<file path="config.mk">
export PLATFORM = sky130hd
export DESIGN_NAME = rfid_ascii_frame_decoder
export DESIGN_NICKNAME = d
export VERILOG_FILES = /design/src/hw/rtl/rfid_pkg.sv /design/src/hw/rtl/rfid_ascii_frame_decoder.sv /design/src/hw/rtl/rfid_queue.sv /design/src/hw/rtl/rfid_front.sv /design/src/hw/rtl/rfid_back.sv
export SDC_FILE = /design/constraint.sdc
export NUM_CORES = 1
export LEC_CHECK = 0
export BUFFER_PORTS_ARGS = -buffer_cell sky130_fd_sc_hd__buf_2
export CELL_PAD_IN_SITES_DETAIL_PLACEMENT = 0
export CELL_PAD_IN_SITES_GLOBAL_PLACEMENT = 1
export CORE_ASPECT_RATIO = 0.5
export CORE_UTILIZATION = 48
export CTS_CLUSTER_DIAMETER = 60
export CTS_CLUSTER_SIZE = 16
export DETAILED_ROUTE_END_ITERATION = 6
export PLACE_DENSITY = 0.91
export SETUP_SLACK_MARGIN = 0.15
export SKIP_CTS_REPAIR_TIMING = 1
export SLEW_MARGIN = 20
export SYNTH_ARGS = -nofsm -noshare
export SYNTH_HDL_FRONTEND = slang
export SYNTH_HIERARCHICAL = 1
export SYNTH_SLANG_ARGS = --single-unit
</file>
<file path="constraint.sdc">
create_clock -name clock -period 4.6 [get_ports clock]
set_input_delay 0.23 -clock clock [delete_from_list [all_inputs] [get_ports clock]]
set_output_delay 0.23 -clock clock [all_outputs]
set_load 0.01 [all_outputs]
</file>
<file path="src/hw/rtl/rfid_pkg.sv">
package rfid_pkg;

   typedef struct packed {
      logic       kind;
      logic [7:0] byte_value;
   } req_type;

   typedef struct packed {
      logic [2:0]  status;
      logic [31:0] tag;
      logic [7:0]  version;
   } rsp_type;

   // Classified beat handed from the front to the back.
   typedef struct packed {
      logic       tick;
      logic [3:0] nibble;
      logic       hex_ok;
      logic       is_head;
      logic       is_tail;
   } entry_type;

   localparam logic       KIND_BYTE = 1'b0;
   localparam logic       KIND_TICK = 1'b1;

   localparam logic       CSR_ENABLE  = 1'b0;
   localparam logic       CSR_TIMEOUT = 1'b1;

   localparam logic [2:0] STATUS_ACCEPTED  = 3'd0;
   localparam logic [2:0] STATUS_FRAMING   = 3'd1;
   localparam logic [2:0] STATUS_BAD_HEX   = 3'd2;
   localparam logic [2:0] STATUS_CHECKSUM  = 3'd3;
   localparam logic [2:0] STATUS_ZERO_TAG  = 3'd4;
   localparam logic [2:0] STATUS_DUPLICATE = 3'd5;

   localparam logic [7:0] HEAD_BYTE = 8'h02;
   localparam logic [7:0] TAIL_BYTE = 8'h03;

   localparam logic [3:0] POS_HEAD         = 4'd0;
   localparam logic [3:0] POS_VERSION_LAST = 4'd2;
   localparam logic [3:0] POS_TAG_LAST     = 4'd10;
   localparam logic [3:0] POS_TAIL         = 4'd13;

   localparam logic [16:0] ELAPSED_MAX     = 17'h1FFFF;
   localparam logic [15:0] TIMEOUT_RESET   = 16'd1000;

endpackage

</file>
<file path="src/hw/rtl/rfid_ascii_frame_decoder.sv">
// A frame's result is written to the rsp register once its tail byte has passed through the queue to the back end.
// Throughput: one beat per cycle; the back end takes one queued beat each cycle
// and stalls only while a result waits on rsp_stall.
// Bytes and ticks pass in order through a QUEUE_DEPTH-entry queue.
// Reset clears the frame position, tag history, time counter and queue; enable
// resets to 0 and repeat_timeout_ms to 1000.
module rfid_ascii_frame_decoder
   import rfid_pkg::*;
#(
   parameter int QUEUE_DEPTH = 2
) (
   input  logic        clock,
   input  logic        reset,
   input  logic        req_valid,
   output logic        req_stall,
   input  req_type     req_data,
   output logic        rsp_valid,
   input  logic        rsp_stall,
   output rsp_type     rsp_data,
   input  logic        csr_write_en,
   input  logic        csr_index,
   input  logic [15:0] csr_wdata
);

   logic        enable_ff, enable_in;
   logic [15:0] timeout_ff, timeout_in;
   logic        queue_full;
   logic        push;
   entry_type   push_data;
   logic        pop;
   logic        head_valid;
   entry_type   head_data;

   always_comb begin
      enable_in  = enable_ff;
      timeout_in = timeout_ff;
      if (csr_write_en) begin
         unique case (csr_index)
            CSR_ENABLE:  enable_in  = csr_wdata[0];
            CSR_TIMEOUT: timeout_in = csr_wdata;
            default:     enable_in  = enable_ff;
         endcase
      end
   end

   always_ff @(posedge clock) begin
      if (reset) begin
         enable_ff  <= 1'b0;
         timeout_ff <= TIMEOUT_RESET;
      end else begin
         enable_ff  <= enable_in;
         timeout_ff <= timeout_in;
      end
   end

   rfid_front u_front (
      .enable     (enable_ff),
      .req_valid  (req_valid),
      .req_data   (req_data),
      .queue_full (queue_full),
      .req_stall  (req_stall),
      .push       (push),
      .push_data  (push_data)
   );

   rfid_queue #(
      .DEPTH (QUEUE_DEPTH)
   ) u_queue (
      .clock      (clock),
      .reset      (reset),
      .push       (push),
      .push_data  (push_data),
      .full       (queue_full),
      .pop        (pop),
      .head_valid (head_valid),
      .head_data  (head_data)
   );

   rfid_back u_back (
      .clock             (clock),
      .reset             (reset),
      .repeat_timeout_ms (timeout_ff),
      .head_valid        (head_valid),
      .head_data         (head_data),
      .pop               (pop),
      .rsp_valid         (rsp_valid),
      .rsp_stall         (rsp_stall),
      .rsp_data          (rsp_data)
   );

endmodule

</file>
<file path="src/hw/rtl/rfid_queue.sv">
module rfid_queue
   import rfid_pkg::*;
#(
   parameter int DEPTH = 2
) (
   input  logic      clock,
   input  logic      reset,
   input  logic      push,
   input  entry_type push_data,
   output logic      full,
   input  logic      pop,
   output logic      head_valid,
   output entry_type head_data
);

   localparam int PTR_W = $clog2(DEPTH);
   localparam int CNT_W = $clog2(DEPTH + 1);
   localparam logic [PTR_W-1:0] PTR_LAST = PTR_W'(DEPTH - 1);
   localparam logic [CNT_W-1:0] CNT_FULL = CNT_W'(DEPTH);

   entry_type         mem_ff [DEPTH];
   logic [PTR_W-1:0]  wr_ptr_ff, wr_ptr_in;
   logic [PTR_W-1:0]  rd_ptr_ff, rd_ptr_in;
   logic [CNT_W-1:0]  count_ff, count_in;
   logic              do_push, do_pop;

   assign full       = (count_ff == CNT_FULL);
   assign head_valid = (count_ff != '0);
   assign head_data  = mem_ff[rd_ptr_ff];
   assign do_push    = push && !full;
   assign do_pop     = pop && head_valid;

   always_comb begin
      wr_ptr_in = wr_ptr_ff;
      rd_ptr_in = rd_ptr_ff;
      count_in  = count_ff;
      if (do_push) begin
         wr_ptr_in = (wr_ptr_ff == PTR_LAST) ? '0 : wr_ptr_ff + 1'b1;
      end
      if (do_pop) begin
         rd_ptr_in = (rd_ptr_ff == PTR_LAST) ? '0 : rd_ptr_ff + 1'b1;
      end
      if (do_push && !do_pop) begin
         count_in = count_ff + 1'b1;
      end else if (do_pop && !do_push) begin
         count_in = count_ff - 1'b1;
      end
   end

   always_ff @(posedge clock) begin
      if (reset) begin
         wr_ptr_ff <= '0;
         rd_ptr_ff <= '0;
         count_ff  <= '0;
      end else begin
         wr_ptr_ff <= wr_ptr_in;
         rd_ptr_ff <= rd_ptr_in;
         count_ff  <= count_in;
      end
   end

   always_ff @(posedge clock) begin
      if (do_push) begin
         mem_ff[wr_ptr_ff] <= push_data;
      end
   end

endmodule

</file>
<file path="src/hw/rtl/rfid_front.sv">
module rfid_front
   import rfid_pkg::*;
(
   input  logic      enable,
   input  logic      req_valid,
   input  req_type   req_data,
   input  logic      queue_full,
   output logic      req_stall,
   output logic      push,
   output entry_type push_data
);

   logic [7:0] b;

   assign b         = req_data.byte_value;
   assign req_stall = queue_full;

   // Bytes seen while disabled are taken and dropped; ticks always go through.
   assign push = req_valid && !queue_full &&
                 ((req_data.kind == KIND_TICK) || enable);

   always_comb begin
      push_data.tick    = (req_data.kind == KIND_TICK);
      push_data.is_head = (b == HEAD_BYTE);
      push_data.is_tail = (b == TAIL_BYTE);
      push_data.hex_ok  = 1'b1;
      push_data.nibble  = 4'd0;
      if (b >= 8'h30 && b <= 8'h39) begin
         push_data.nibble = b[3:0];
      end else if ((b >= 8'h41 && b <= 8'h46) || (b >= 8'h61 && b <= 8'h66)) begin
         push_data.nibble = b[3:0] + 4'd9;
      end else begin
         push_data.hex_ok = 1'b0;
      end
   end

endmodule

</file>
<file path="src/hw/rtl/rfid_back.sv">
module rfid_back
   import rfid_pkg::*;
(
   input  logic        clock,
   input  logic        reset,
   input  logic [15:0] repeat_timeout_ms,
   input  logic        head_valid,
   input  entry_type   head_data,
   output logic        pop,
   output logic        rsp_valid,
   input  logic        rsp_stall,
   output rsp_type     rsp_data
);

   logic [3:0]  pos_ff, pos_in;
   logic [7:0]  ver_ff, ver_in;
   logic [31:0] tag_ff, tag_in;
   logic [7:0]  csum_ff, csum_in;
   logic [1:0]  flags_ff, flags_in;
   logic [31:0] last_ff, last_in;
   logic [16:0] elapsed_ff, elapsed_in;
   logic        rsp_valid_ff, rsp_valid_in;
   rsp_type     rsp_data_ff, rsp_data_in;

   logic        is_byte;
   logic [7:0]  sum;
   logic        expired;
   logic [31:0] last_eff;
   logic [2:0]  status;

   assign pop     = head_valid && (!rsp_valid_ff || !rsp_stall);
   assign is_byte = pop && !head_data.tick;

   always_comb begin
      ver_in   = ver_ff;
      tag_in   = tag_ff;
      csum_in  = csum_ff;
      flags_in = flags_ff;
      if (is_byte) begin
         if (pos_ff == POS_HEAD) begin
            ver_in   = '0;
            tag_in   = '0;
            csum_in  = '0;
            flags_in = {1'b0, !head_data.is_head};
         end else if (pos_ff == POS_TAIL) begin
            flags_in[0] = flags_ff[0] | !head_data.is_tail;
         end else begin
            flags_in[1] = flags_ff[1] | !head_data.hex_ok;
            if (pos_ff <= POS_VERSION_LAST) begin
               ver_in = {ver_ff[3:0], head_data.nibble};
            end else if (pos_ff <= POS_TAG_LAST) begin
               tag_in = {tag_ff[27:0], head_data.nibble};
            end else begin
               csum_in = {csum_ff[3:0], head_data.nibble};
            end
         end
      end
   end

   assign sum = csum_in ^ ver_in ^ tag_in[7:0] ^ tag_in[15:8] ^ tag_in[23:16] ^ tag_in[31:24];
   assign expired  = (elapsed_ff > {1'b0, repeat_timeout_ms});
   assign last_eff = expired ? '0 : last_ff;

   always_comb begin
      priority if (flags_in[0]) begin
         status = STATUS_FRAMING;
      end else if (flags_in[1]) begin
         status = STATUS_BAD_HEX;
      end else if (sum != '0) begin
         status = STATUS_CHECKSUM;
      end else if (tag_in == '0) begin
         status = STATUS_ZERO_TAG;
      end else if (tag_in == last_eff) begin
         status = STATUS_DUPLICATE;
      end else begin
         status = STATUS_ACCEPTED;
      end
   end

   always_comb begin
      pos_in       = pos_ff;
      last_in      = last_ff;
      elapsed_in   = elapsed_ff;
      rsp_valid_in = rsp_valid_ff && rsp_stall;
      rsp_data_in  = rsp_data_ff;
      if (pop && head_data.tick) begin
         if (elapsed_ff != ELAPSED_MAX) begin
            elapsed_in = elapsed_ff + 1'b1;
         end
      end else if (is_byte) begin
         if (pos_ff == POS_TAIL) begin
            pos_in              = POS_HEAD;
            rsp_valid_in        = 1'b1;
            rsp_data_in.status  = status;
            rsp_data_in.tag     = tag_in;
            rsp_data_in.version = ver_in;
            if (status == STATUS_ACCEPTED) begin
               last_in    = tag_in;
               elapsed_in = '0;
            end
         end else begin
            pos_in = pos_ff + 1'b1;
         end
      end
   end

   always_ff @(posedge clock) begin
      if (reset) begin
         pos_ff       <= '0;
         ver_ff       <= '0;
         tag_ff       <= '0;
         csum_ff      <= '0;
         flags_ff     <= '0;
         last_ff      <= '0;
         elapsed_ff   <= '0;
         rsp_valid_ff <= 1'b0;
      end else begin
         pos_ff       <= pos_in;
         ver_ff       <= ver_in;
         tag_ff       <= tag_in;
         csum_ff      <= csum_in;
         flags_ff     <= flags_in;
         last_ff      <= last_in;
         elapsed_ff   <= elapsed_in;
         rsp_valid_ff <= rsp_valid_in;
      end
   end

   always_ff @(posedge clock) begin
      rsp_data_ff <= rsp_data_in;
   end

   assign rsp_valid = rsp_valid_ff;
   assign rsp_data  = rsp_data_ff;

endmodule

</file>
==> results.ini, run 1 <==
[status]
status = completed

[grt]
grt_overflow = 0
grtUsageTotal_pct = 27.15
grt_first_pass_wirelength_um = 47100
grt_pass1_vias = 8417
grt_antenna_before_repair = 0
grt_max_degree = 69

[logic_synthesis]
synth_ff_type = dfxtp_1
async_reset_ff_share_pct = 0
synth_top_area_cell = dfxtp_1
yosys_warnings = 6
synthCells = 1110
netlist-cell-type-count = 96
netlist_area_sq_mm = 0.01061
yosysMostFrequentCell = dfxtp_1
synthDominantCellAreaShare_pct = 23.78
yosys-top-cells-count = 126 x dfxtp_1, 101 x nor2_1, 59 x edfxtp_1
synthTopCellsByArea = dfxtp_1 24%, edfxtp_1 17%, nor2_1 3.6%
synth_seq_cells = 185
syn-num-nets = 1164
synth-edff-count = 59
synth_seq_area_share_pct = 40.49
avgSynthCellArea_sq_um = 9.555

[timing]
setup_viol = 0
tightest_slew_ns = 0.9904
maxSlewHeadroom_pct = 33.98
hold_viol_final = 0
rsz0062_at_grt = yes
setup_slack_ns = 0.2872
min_period_over_period_pct = 93.76
maxSlewViolCount = 0
clock.fmax_ghz = 0.2319
layout_min_cycle_time_ns = 4.313
fin_skew_ns = 0.01191

[routing]
routed_via_density = 5.986
wl_um = 30080
drc = 0
antenna_left = 0
drt_first_pass_iters = 5
drt_iter0_drc = 1009
wl_per_cell_um = 20.17
routed-via-count = 8925

[power]
power_density_mw_per_mm2 = 386.5
power_mw = 4.664
leakage_nw = 4.884
vdd_ir_drop_max_mv = 0.2616

[worst_setup_path]
slowest_stage = xnor3_1
crit_end = u_back/last_ff[4]
r2r_slack_ns = 0.29
path_depth = 15
max_stage_delay_ns = 0.49
cp-end-kind = flip-flop
reg2regPathDepth = 15
path_cells = mux2_2 -> nand2b_1 -> a211oi_4 -> buf_4 -> o211ai_1 -> inv_1 -> a21oi_1 -> a221oi_1 -> xnor3_1 -> nor2_1 -> nand4b_1 -> nor4_4 -> buf_4 -> buf_12 -> mux2_2
critical_path_buf_inv_count = 4
critPathLaunchType = flip-flop
path_class = reg -> reg
required_ns = 4.93
r2r_end = u_back/last_ff[4]
cp.arrival_ns = 4.65
critPathTopFamily = compound AO/OA/AOI/OAI gates
worstPathMaxFanout = 16

[place]
dp_hpwl_um = 21510
io_buffers = 75
dp_slack_ns = 0.01199
place_congestion = 0.9842

[clock_network]
clock-sinks = 185
insertion_delay_ns = 0.45
cts_tree = built
cts_made_buffers = 17
htree_levels = 4
cts_buffer_depth = 2
clk_pin_slew_ns = 0.08
cts_root_buffer = clkbuf_16

[floorplan]
core_sq_mm = 0.02168
ios = 76
row_count = 38
start_util_pct = 48.92
dieHeight_um = 107.1
die_area_sq_mm = 0.02273
die_w_um = 212.2

[job]
cap_viol_max_count = 0

[cells_and_area]
fin_nets = 1232
drive_gt1_share_pct = 20.74
diodes = 0
area_growth_pct = 13.78

[worst_hold_path]
worstHoldPathType = in -> reg

==> worst min path at each step <==
stage                              from                    to  slack, ns  depth (start not counted)
final                       req_data[8]  u_queue/mem_ff[1][7]       0.02                          1
after detailed placement  timeout_ff[8]         timeout_ff[8]       0.46                          1
after CTS                   req_data[8]  u_queue/mem_ff[0][7]       0.01                          1
after global placement    timeout_ff[3]         timeout_ff[3]       0.45                          1
after floorplan                   reset   u_queue/count_ff[1]       0.30                          1
after global routing        req_data[8]  u_queue/mem_ff[1][7]       0.02                          1
==> final cells by class <==
type                            instances  area (sq um)
Sequential cell                       185          4294
Tap cell                              300         375.4
Clock inverter                         15         182.7
Clock buffer                           17         425.4
Fill cell                            1912          9613
Multi-Input combinational cell        796          5793
Timing Repair Buffer                  127         805.8
Inverter                               51         191.4
==> through the flow <==
stage                     TNS, ns  util (%)  hold WS [ns]  instance area (sq um)  std cells
final                           0     55.66       0.01984                  12070       1491
after global routing            0     55.66       0.01810                  12070       1491
after CTS                 -0.4985     55.13       0.01053                  11950       1482
after detailed placement        0     52.33        0.4553                  11340       1450
after global placement          0     52.33        0.4463                  11340       1450
after floorplan                 0         -        0.2991                  10610       1110
==> cell families after synthesis <==
group | share of synthesized area, %
and+or+nand+nor | 20.46
AOI/OAI and AO/OA | 15.88
buffers and inverters | 5.509
DFF | 40.49
muxes | 7.243
xor gates and xnor gates | 7.526
adders and majority gates | 2.902
==> state kept, by name, indices dropped and copies added, names as in the netlist, named ones only <==
register           cells
u_back/elapsed_ff     17
u_back/flags_ff        2
u_back/last_ff        32
u_back/rsp_valid       1
enable_ff              1
u_back/ver_ff          8
u_queue/count_ff       2
u_back/tag_ff         32
u_queue/mem_ff        16
u_back/pos_ff          4
timeout_ff            16
u_back/csum_ff         8
u_queue/wr_ptr_ff      1
u_queue/rd_ptr_ff      1
u_back/rsp_data       43
==> metal layers <==
layer	routed length, um	track usage [%]
met1	13190	37.62
met2	13370	42.04
met3	2936	6.385
met4	578	7.914
met5	0	0
==> power by group <==
part	switching [mW]	internal, mW
clock	0.712	0.824
sequential	0.0567	1.77
combinational	0.840	0.462
==> layout by cell type (no fill, tap or decap), types with 11 or more instances in the layout <==
cell	synthesis	layout
mux2_4	15	15
a211o_1	15	15
buf_2	15	74
o21ai_0	31	31
buf_4	7	50
nand3_1	40	40
xnor2_1	40	40
xor2_1	28	28
nor2_1	101	101
nor2b_1	49	49
ha_1	23	23
or3_1	11	11
a21oi_1	44	42
mux2_2	26	26
nand4_1	13	13
nand2_1	53	53
and3_1	13	13
nor3_1	37	37
dfxtp_1	126	126
clkbuf_16	0	17
or2_2	13	13
nor4_1	17	17
edfxtp_1	59	59
inv_1	50	49
mux2i_1	25	24
No activity file was read; power rests on OpenSTA's default activity.
==> run 2, diff against run 1 <==
Settings changed: CORE_ASPECT_RATIO 0.5 to 1.75.
==> run 2 against run 1 <==
  * Sequential cell count did not move
  * Core utilization shrank 0.16 points
  * Clock power is 10% lower
  * Power decreased by 4.7%
  * Register-to-register slack is essentially flat
  * Sequential power about the same
  * Critical path depth unchanged
  * Combinational power fell by 5%
  * Critical path type unchanged
==> results.ini, run 2 (synthesis gave the netlist of run 1 again) <==
[cells_and_area]
largest_reg_flops = 43  ; unchanged
area_growth_pct = 12.96
fin_nets = 1230  ; -0.16%
drive_gt1_share_pct = 20.88  ; +0.14 points
fin_cells = 1480  ; -0.74%
mostFrequentLayoutCells = 126 x dfxtp_1, 100 x nor2_1, 74 x buf_2
mostFrequentLayoutCell = dfxtp_1
diodes = 0  ; unchanged
fillers = 1962  ; +2.6%
final_util_pct = 55.50  ; -0.16 points

[grt]
gr-usage-met1_pct = 27.69  ; -9.9 points
grt_antenna_before_repair = 0  ; unchanged
met3_usage_pct = 4.174  ; -2.2 points
grt_use_met2_pct = 48.19  ; +6.2 points
busiest_layer = met2
grt_max_degree = 66  ; -4.3%
grtUsageTotal_pct = 26.87  ; -0.28 points
grt_first_pass_wirelength_um = 46480  ; -1.3%
grt_overflow = 0  ; unchanged
grt_pass1_vias = 8813  ; +4.7%

[timing]
setup_viol = 0  ; unchanged
whs_ns = 0.007012  ; -0.01283 ns
clock.fmax_ghz = 0.2322  ; +0.16%
min_period_over_period_pct = 93.61  ; -0.15 points
tns_ns = 0  ; unchanged
tightest_slew_ns = 0.8624  ; -0.1279 ns
fin_skew_ns = 0.01089  ; -0.001021 ns
layout_min_cycle_time_ns = 4.306  ; -0.006816 ns
rsz0062_at_grt = no
hold_viol_final = 0  ; unchanged
maxSlewViolCount = 0  ; unchanged
maxSlewHeadroom_pct = 42.50  ; +8.5 points

[status]
status = completed

[worst_setup_path]
r2r_start = timeout_ff[9]
required_ns = 4.92  ; about the same
cp-startpoint = timeout_ff[9]
worstPathMaxFanout = 47  ; +31
cp.arrival_ns = 4.63  ; -0.02 ns
cp-end-kind = flip-flop
path_class = reg -> reg
critPathLaunchType = flip-flop

[power]
seqPwrFrac_pct = 41.3  ; +2.2 points
power_density_mw_per_mm2 = 370.9  ; -4.0%
p_int_mw = 2.957  ; -3.2%
p_comb_share_pct = 27.6  ; -0.3 points
leakage_nw = 4.844  ; -0.81%
power_mw = 4.444  ; -4.7%
p_sw_mw = 1.488  ; -7.6%
swShare_pct = 33.47  ; -1.0 points
vdd_ir_drop_max_mv = 0.3455  ; +32%
p_clk_share_pct = 31.1  ; -1.8 points

[floorplan]
die_w_um = 114.4  ; -46%
row_count = 71  ; +87%
die_area_sq_mm = 0.02272  ; about the same
start_util_pct = 49.13  ; +0.21 points
ios = 76  ; unchanged
core_sq_mm = 0.02159  ; -0.43%
dieHeight_um = 198.6  ; +85%

[clock_network]
clock-sinks = 185  ; unchanged
clk_pin_slew_ns = 0.07  ; about the same
cts_made_buffers = 17  ; unchanged
cts_root_buffer = clkbuf_16
cts_tree = built
htree_levels = 4  ; unchanged
cts_buffer_depth = 2  ; unchanged
insertion_delay_ns = 0.44  ; about the same

[routing]
drt_iter0_drc = 513  ; -49%
drt_first_pass_iters = 5  ; unchanged
wl_per_cell_um = 19.99  ; -0.92%
wl_um = 29580  ; -1.7%
routed-via-count = 8832  ; -1.0%
antenna_left = 0  ; unchanged
drc = 0  ; unchanged
routed_via_density = 5.968  ; -0.31%

[place]
dp_hpwl_um = 21610  ; +0.45%
placed_cells = 1442  ; -0.55%
place_congestion = 0.9455  ; -3.9%
io_buffers = 75  ; unchanged

[worst_hold_path]
worstHoldStart = req_data[8]
worstHoldPathType = in -> reg

[job]
cap_viol_max_count = 0  ; unchanged

## run 2: critical path, cell delays in order (launching register included)
cell and delay, ns:
dfxtp_1 0.38, inv_1 0.06, ha_1 0.27, nand4_1 0.27, nor4_2 0.51, mux2i_2 0.24, o31ai_4 0.16, buf_4 0.22
nand4b_1 0.10, o221a_1 0.25, a2111oi_0 0.42, nand4_1 0.19, and4bb_2 0.45, nor4_4 0.08, buf_12 0.22, mux2_4 0.33
## run 2: final cells by class
type | instances | area [sq um] | share of cell area [%]
repair buffers | 124 | 758.2 | 6.328
well taps | 292 | 365.4 | 3.049
multi-input cells | 797 | 5822 | 48.59
clock inverters | 9 | 65.06 | 0.5430
clock buffers | 22 | 485.5 | 4.052
inverters | 51 | 191.4 | 1.598
flip-flops and latches | 185 | 4294 | 35.84
## run 2: layer usage
metal / vias to the layer above / wire length [um]
met5: - / 0
met2: 337 / 15300
li1: 4154 / -
met1: 4212 / 10700
met3: 129 / 1389
met4: 0 / 2192
## run 2: power by group through the flow
stage	Combinational [mW]	Sequential [mW]	Clock (mW)
2_1_floorplan	0.813	1.83	0
3_3_place_gp	1.16	1.86	0
3_5_place_dp	1.17	1.87	0
4_1_cts	1.18	1.83	1.41
5_1_grt	1.31	1.84	1.48
6_report	1.23	1.83	1.38
## run 2: path summary, 6_finish.rpt
kind / to / slack (ns) / cells past startpoint
max: u_back/last_ff[28] / 0.29 / 15
min: u_queue/mem_ff[0][7] / 0.007 / 1
max reg2reg: u_back/last_ff[28] / 0.29 / 15
min reg2reg: timeout_ff[5] / 0.46 / 1
## run 2: stage by stage
step / worst slack, ns / instance area [sq um]
after global placement: 0.05492 / 11310
final: 0.2940 / 11980
after CTS: -0.07931 / 11860
after floorplan: 0.6680 / 10610
after detailed placement: -0.06348 / 11310
after global routing: 0.1584 / 11980
==> run 3, diff against run 2 <==
Settings changed: CORE_UTILIZATION 48 to 43, PLACE_DENSITY 0.91 to 0.87.
Clock period 4.6 ns to 3.5 ns, I/O delays scaled along.
==> run 3 against run 2 <==
  * The flow now finishes with violations (hold timing, setup timing)
  * Cell area up 20%
  * Die area up 11%
  * Sequential power up 31%
==> results.ini, run 3 (synthesis gave the netlist of run 1 again) <==
[power]
vdd_ir_drop_max_mv = 0.3624  ; +4.9%
power_density_mw_per_mm2 = 469.8  ; +27%
leakage_nw = 6.077  ; +25%

[timing]
tns_ns = -16.22  ; -16.22 ns
hold_viol_final = 2  ; +2
clock.fmax_ghz = 0.2586  ; +11%
min_period_over_period_pct = 110.5  ; +17 points
setup_viol = 51  ; +51
setup_slack_ns = -0.3663  ; -0.6603 ns
layout_min_cycle_time_ns = 3.866  ; -0.4397 ns
rsz0062_at_grt = yes
whs_ns = -0.02621  ; -0.03322 ns
maxSlewHeadroom_pct = 52.79  ; +10 points
tightest_slew_ns = 0.7081  ; -0.1544 ns
maxSlewViolCount = 0  ; unchanged
fin_skew_ns = 0.009569  ; -0.001322 ns

[worst_setup_path]
critPathLaunchType = flip-flop
critPathTopFamily = simple AND/OR/NAND/NOR gates
cp.arrival_ns = 4.21  ; -0.42 ns
cp-end-kind = flip-flop
max_stage_delay_ns = 0.38  ; -0.13 ns
worstPathMaxFanout = 9  ; -81%
path_cells = mux2_4 -> nand2b_4 -> a211oi_4 -> buf_6 -> buf_4 -> nor2_2 -> nor3_4 -> and4b_1 -> a221oi_2 -> a2111oi_4 -> nand4_1 -> and4bb_2 -> nor4_4 -> buf_6 -> clkbuf_16 -> mux2_4
path_class = reg -> reg
slowest_stage = and4bb_2
critical_path_buf_inv_count = 4  ; +1
r2r_slack_ns = -0.37  ; -0.66 ns
required_ns = 3.85  ; -1.07 ns

[cells_and_area]
area_growth_pct = 35.64
largest_reg_flops = 43  ; unchanged
diodes = 0  ; unchanged
mostFrequentLayoutCell = buf_4
fin_cells = 1703  ; +15%
fillers = 2048  ; +4.4%
fin_nets = 1436  ; +17%
drive_gt1_share_pct = 37.06  ; +16 points
mostFrequentLayoutCells = 233 x buf_4, 122 x dfxtp_1, 94 x nor2_1

[routing]
drc = 0  ; unchanged
routed_via_density = 5.728  ; -4.0%
antenna_left = 0  ; unchanged
routed-via-count = 9754  ; +10%
drt_first_pass_iters = 5  ; unchanged
wl_per_cell_um = 20.54  ; +2.8%
drt_iter0_drc = 493  ; -3.9%
wl_um = 34980  ; +18%

[floorplan]
dieHeight_um = 209.8  ; +5.6%
die_area_sq_mm = 0.02532  ; +11%
die_w_um = 120.7  ; +5.6%
core_sq_mm = 0.02412  ; +12%
ios = 76  ; unchanged
start_util_pct = 43.98  ; -5.2 points
row_count = 75  ; +5.6%

[job]
cap_viol_max_count = 0  ; unchanged

[place]
dp_slack_ns = -0.6969  ; -0.6334 ns
place_congestion = 1.016  ; +7.5%
io_buffers = 75  ; unchanged
placed_cells = 1636  ; +13%
dp_hpwl_um = 25790  ; +19%

[clock_network]
clk_pin_slew_ns = 0.07  ; about the same
cts_buffer_depth = 2  ; unchanged
clock-sinks = 185  ; unchanged
htree_levels = 4  ; unchanged
insertion_delay_ns = 0.45  ; about the same
cts_made_buffers = 17  ; unchanged
cts_root_buffer = clkbuf_16
cts_tree = built

[worst_hold_path]
worstHoldPathType = in -> reg

[grt]
grt_overflow = 0  ; unchanged
grt_pass1_vias = 9738  ; +10%
grt_first_pass_wirelength_um = 52280  ; +12%
grtUsageTotal_pct = 27.46  ; +0.59 points
grt_max_degree = 58  ; -12%
grt_antenna_before_repair = 0  ; unchanged

[status]
status = finished with violations
violations = hold timing, setup timing

[run 3: changes by cell type in the layout (fill, tap and decap cells not counted), moves of 5 or more]
cell,delta
nor3_1,-12
nor2_1,-6
a221oi_1,-5
nor4_1,-6
nor4_4,+5
buf_6,+10
mux2_2,-15
mux2i_1,-5
o21ai_0,-8
mux2_4,+15
dlygate4sd3_1,+8
buf_4,+184
nor3_2,+9
[run 3: final cells by class]
cell class	count	area, sq um	share of cell area [%]
clock buffer	22	496.7	3.453
clock inverter	10	136.4	0.9480
tap	308	385.4	2.679
timing repair buffer	331	2437	16.94
inverter	51	191.4	1.331
sequential	185	4299	29.88
multi-input combinational	796	6440	44.76
[run 3: metal layers]
layer | share of wire, % | track usage, % | vias up
met5 | 0 | 0 | -
met4 | 8.1 | 21.54 | 0
met3 | 3.9 | 4.375 | 148
met2 | 53 | 50.73 | 337
met1 | 35 | 26.59 | 4696
li1 | - | - | 4573
[run 3: through the flow]
step	area, sq um	utilization [%]	total power, mW	hold slack [ns]
finish	14390	59.65	6.758	-0.02621
global route	14390	59.65	7.051	0.003722
CTS	13430	55.67	6.382	-0.07783
detailed placement	12790	53.04	4.323	0.3919
global placement	12790	53.04	4.292	0.3894
floorplan	10740	-	3.545	0.2400
[run 3: worst paths after layout]
check	from	endpoint	depth (start not counted)
setup / recovery	flip-flop	u_back/last_ff[13]	16
hold / removal	csr_wdata[10]	timeout_ff[10]	3
setup reg to reg	flip-flop	u_back/last_ff[13]	16
hold reg to reg	timeout_ff[9]	timeout_ff[9]	1
[run 3: worst register-to-register path, stage by stage, from the launching register on]
cell and delay (ns):
dfxtp_2 0.34, mux2_4 0.33, nand2b_4 0.19, a211oi_4 0.28, buf_6 0.17, buf_4 0.12, nor2_2 0.05, nor3_4 0.34
and4b_1 0.34, a221oi_2 0.11, a2111oi_4 0.30, nand4_1 0.12, and4bb_2 0.38, nor4_4 0.06, buf_6 0.16, clkbuf_16 0.19
mux2_4 0.30
[run 3: power by group]
group | internal [mW] | switching [mW] | leakage (nW) | total, mW
clock network | 1.23 | 0.831 | 0.313 | 2.06
logic | 1.03 | 1.28 | 4.21 | 2.31
registers | 2.33 | 0.0660 | 1.56 | 2.39
total | 4.59 | 2.17 | 6.08 | 6.76
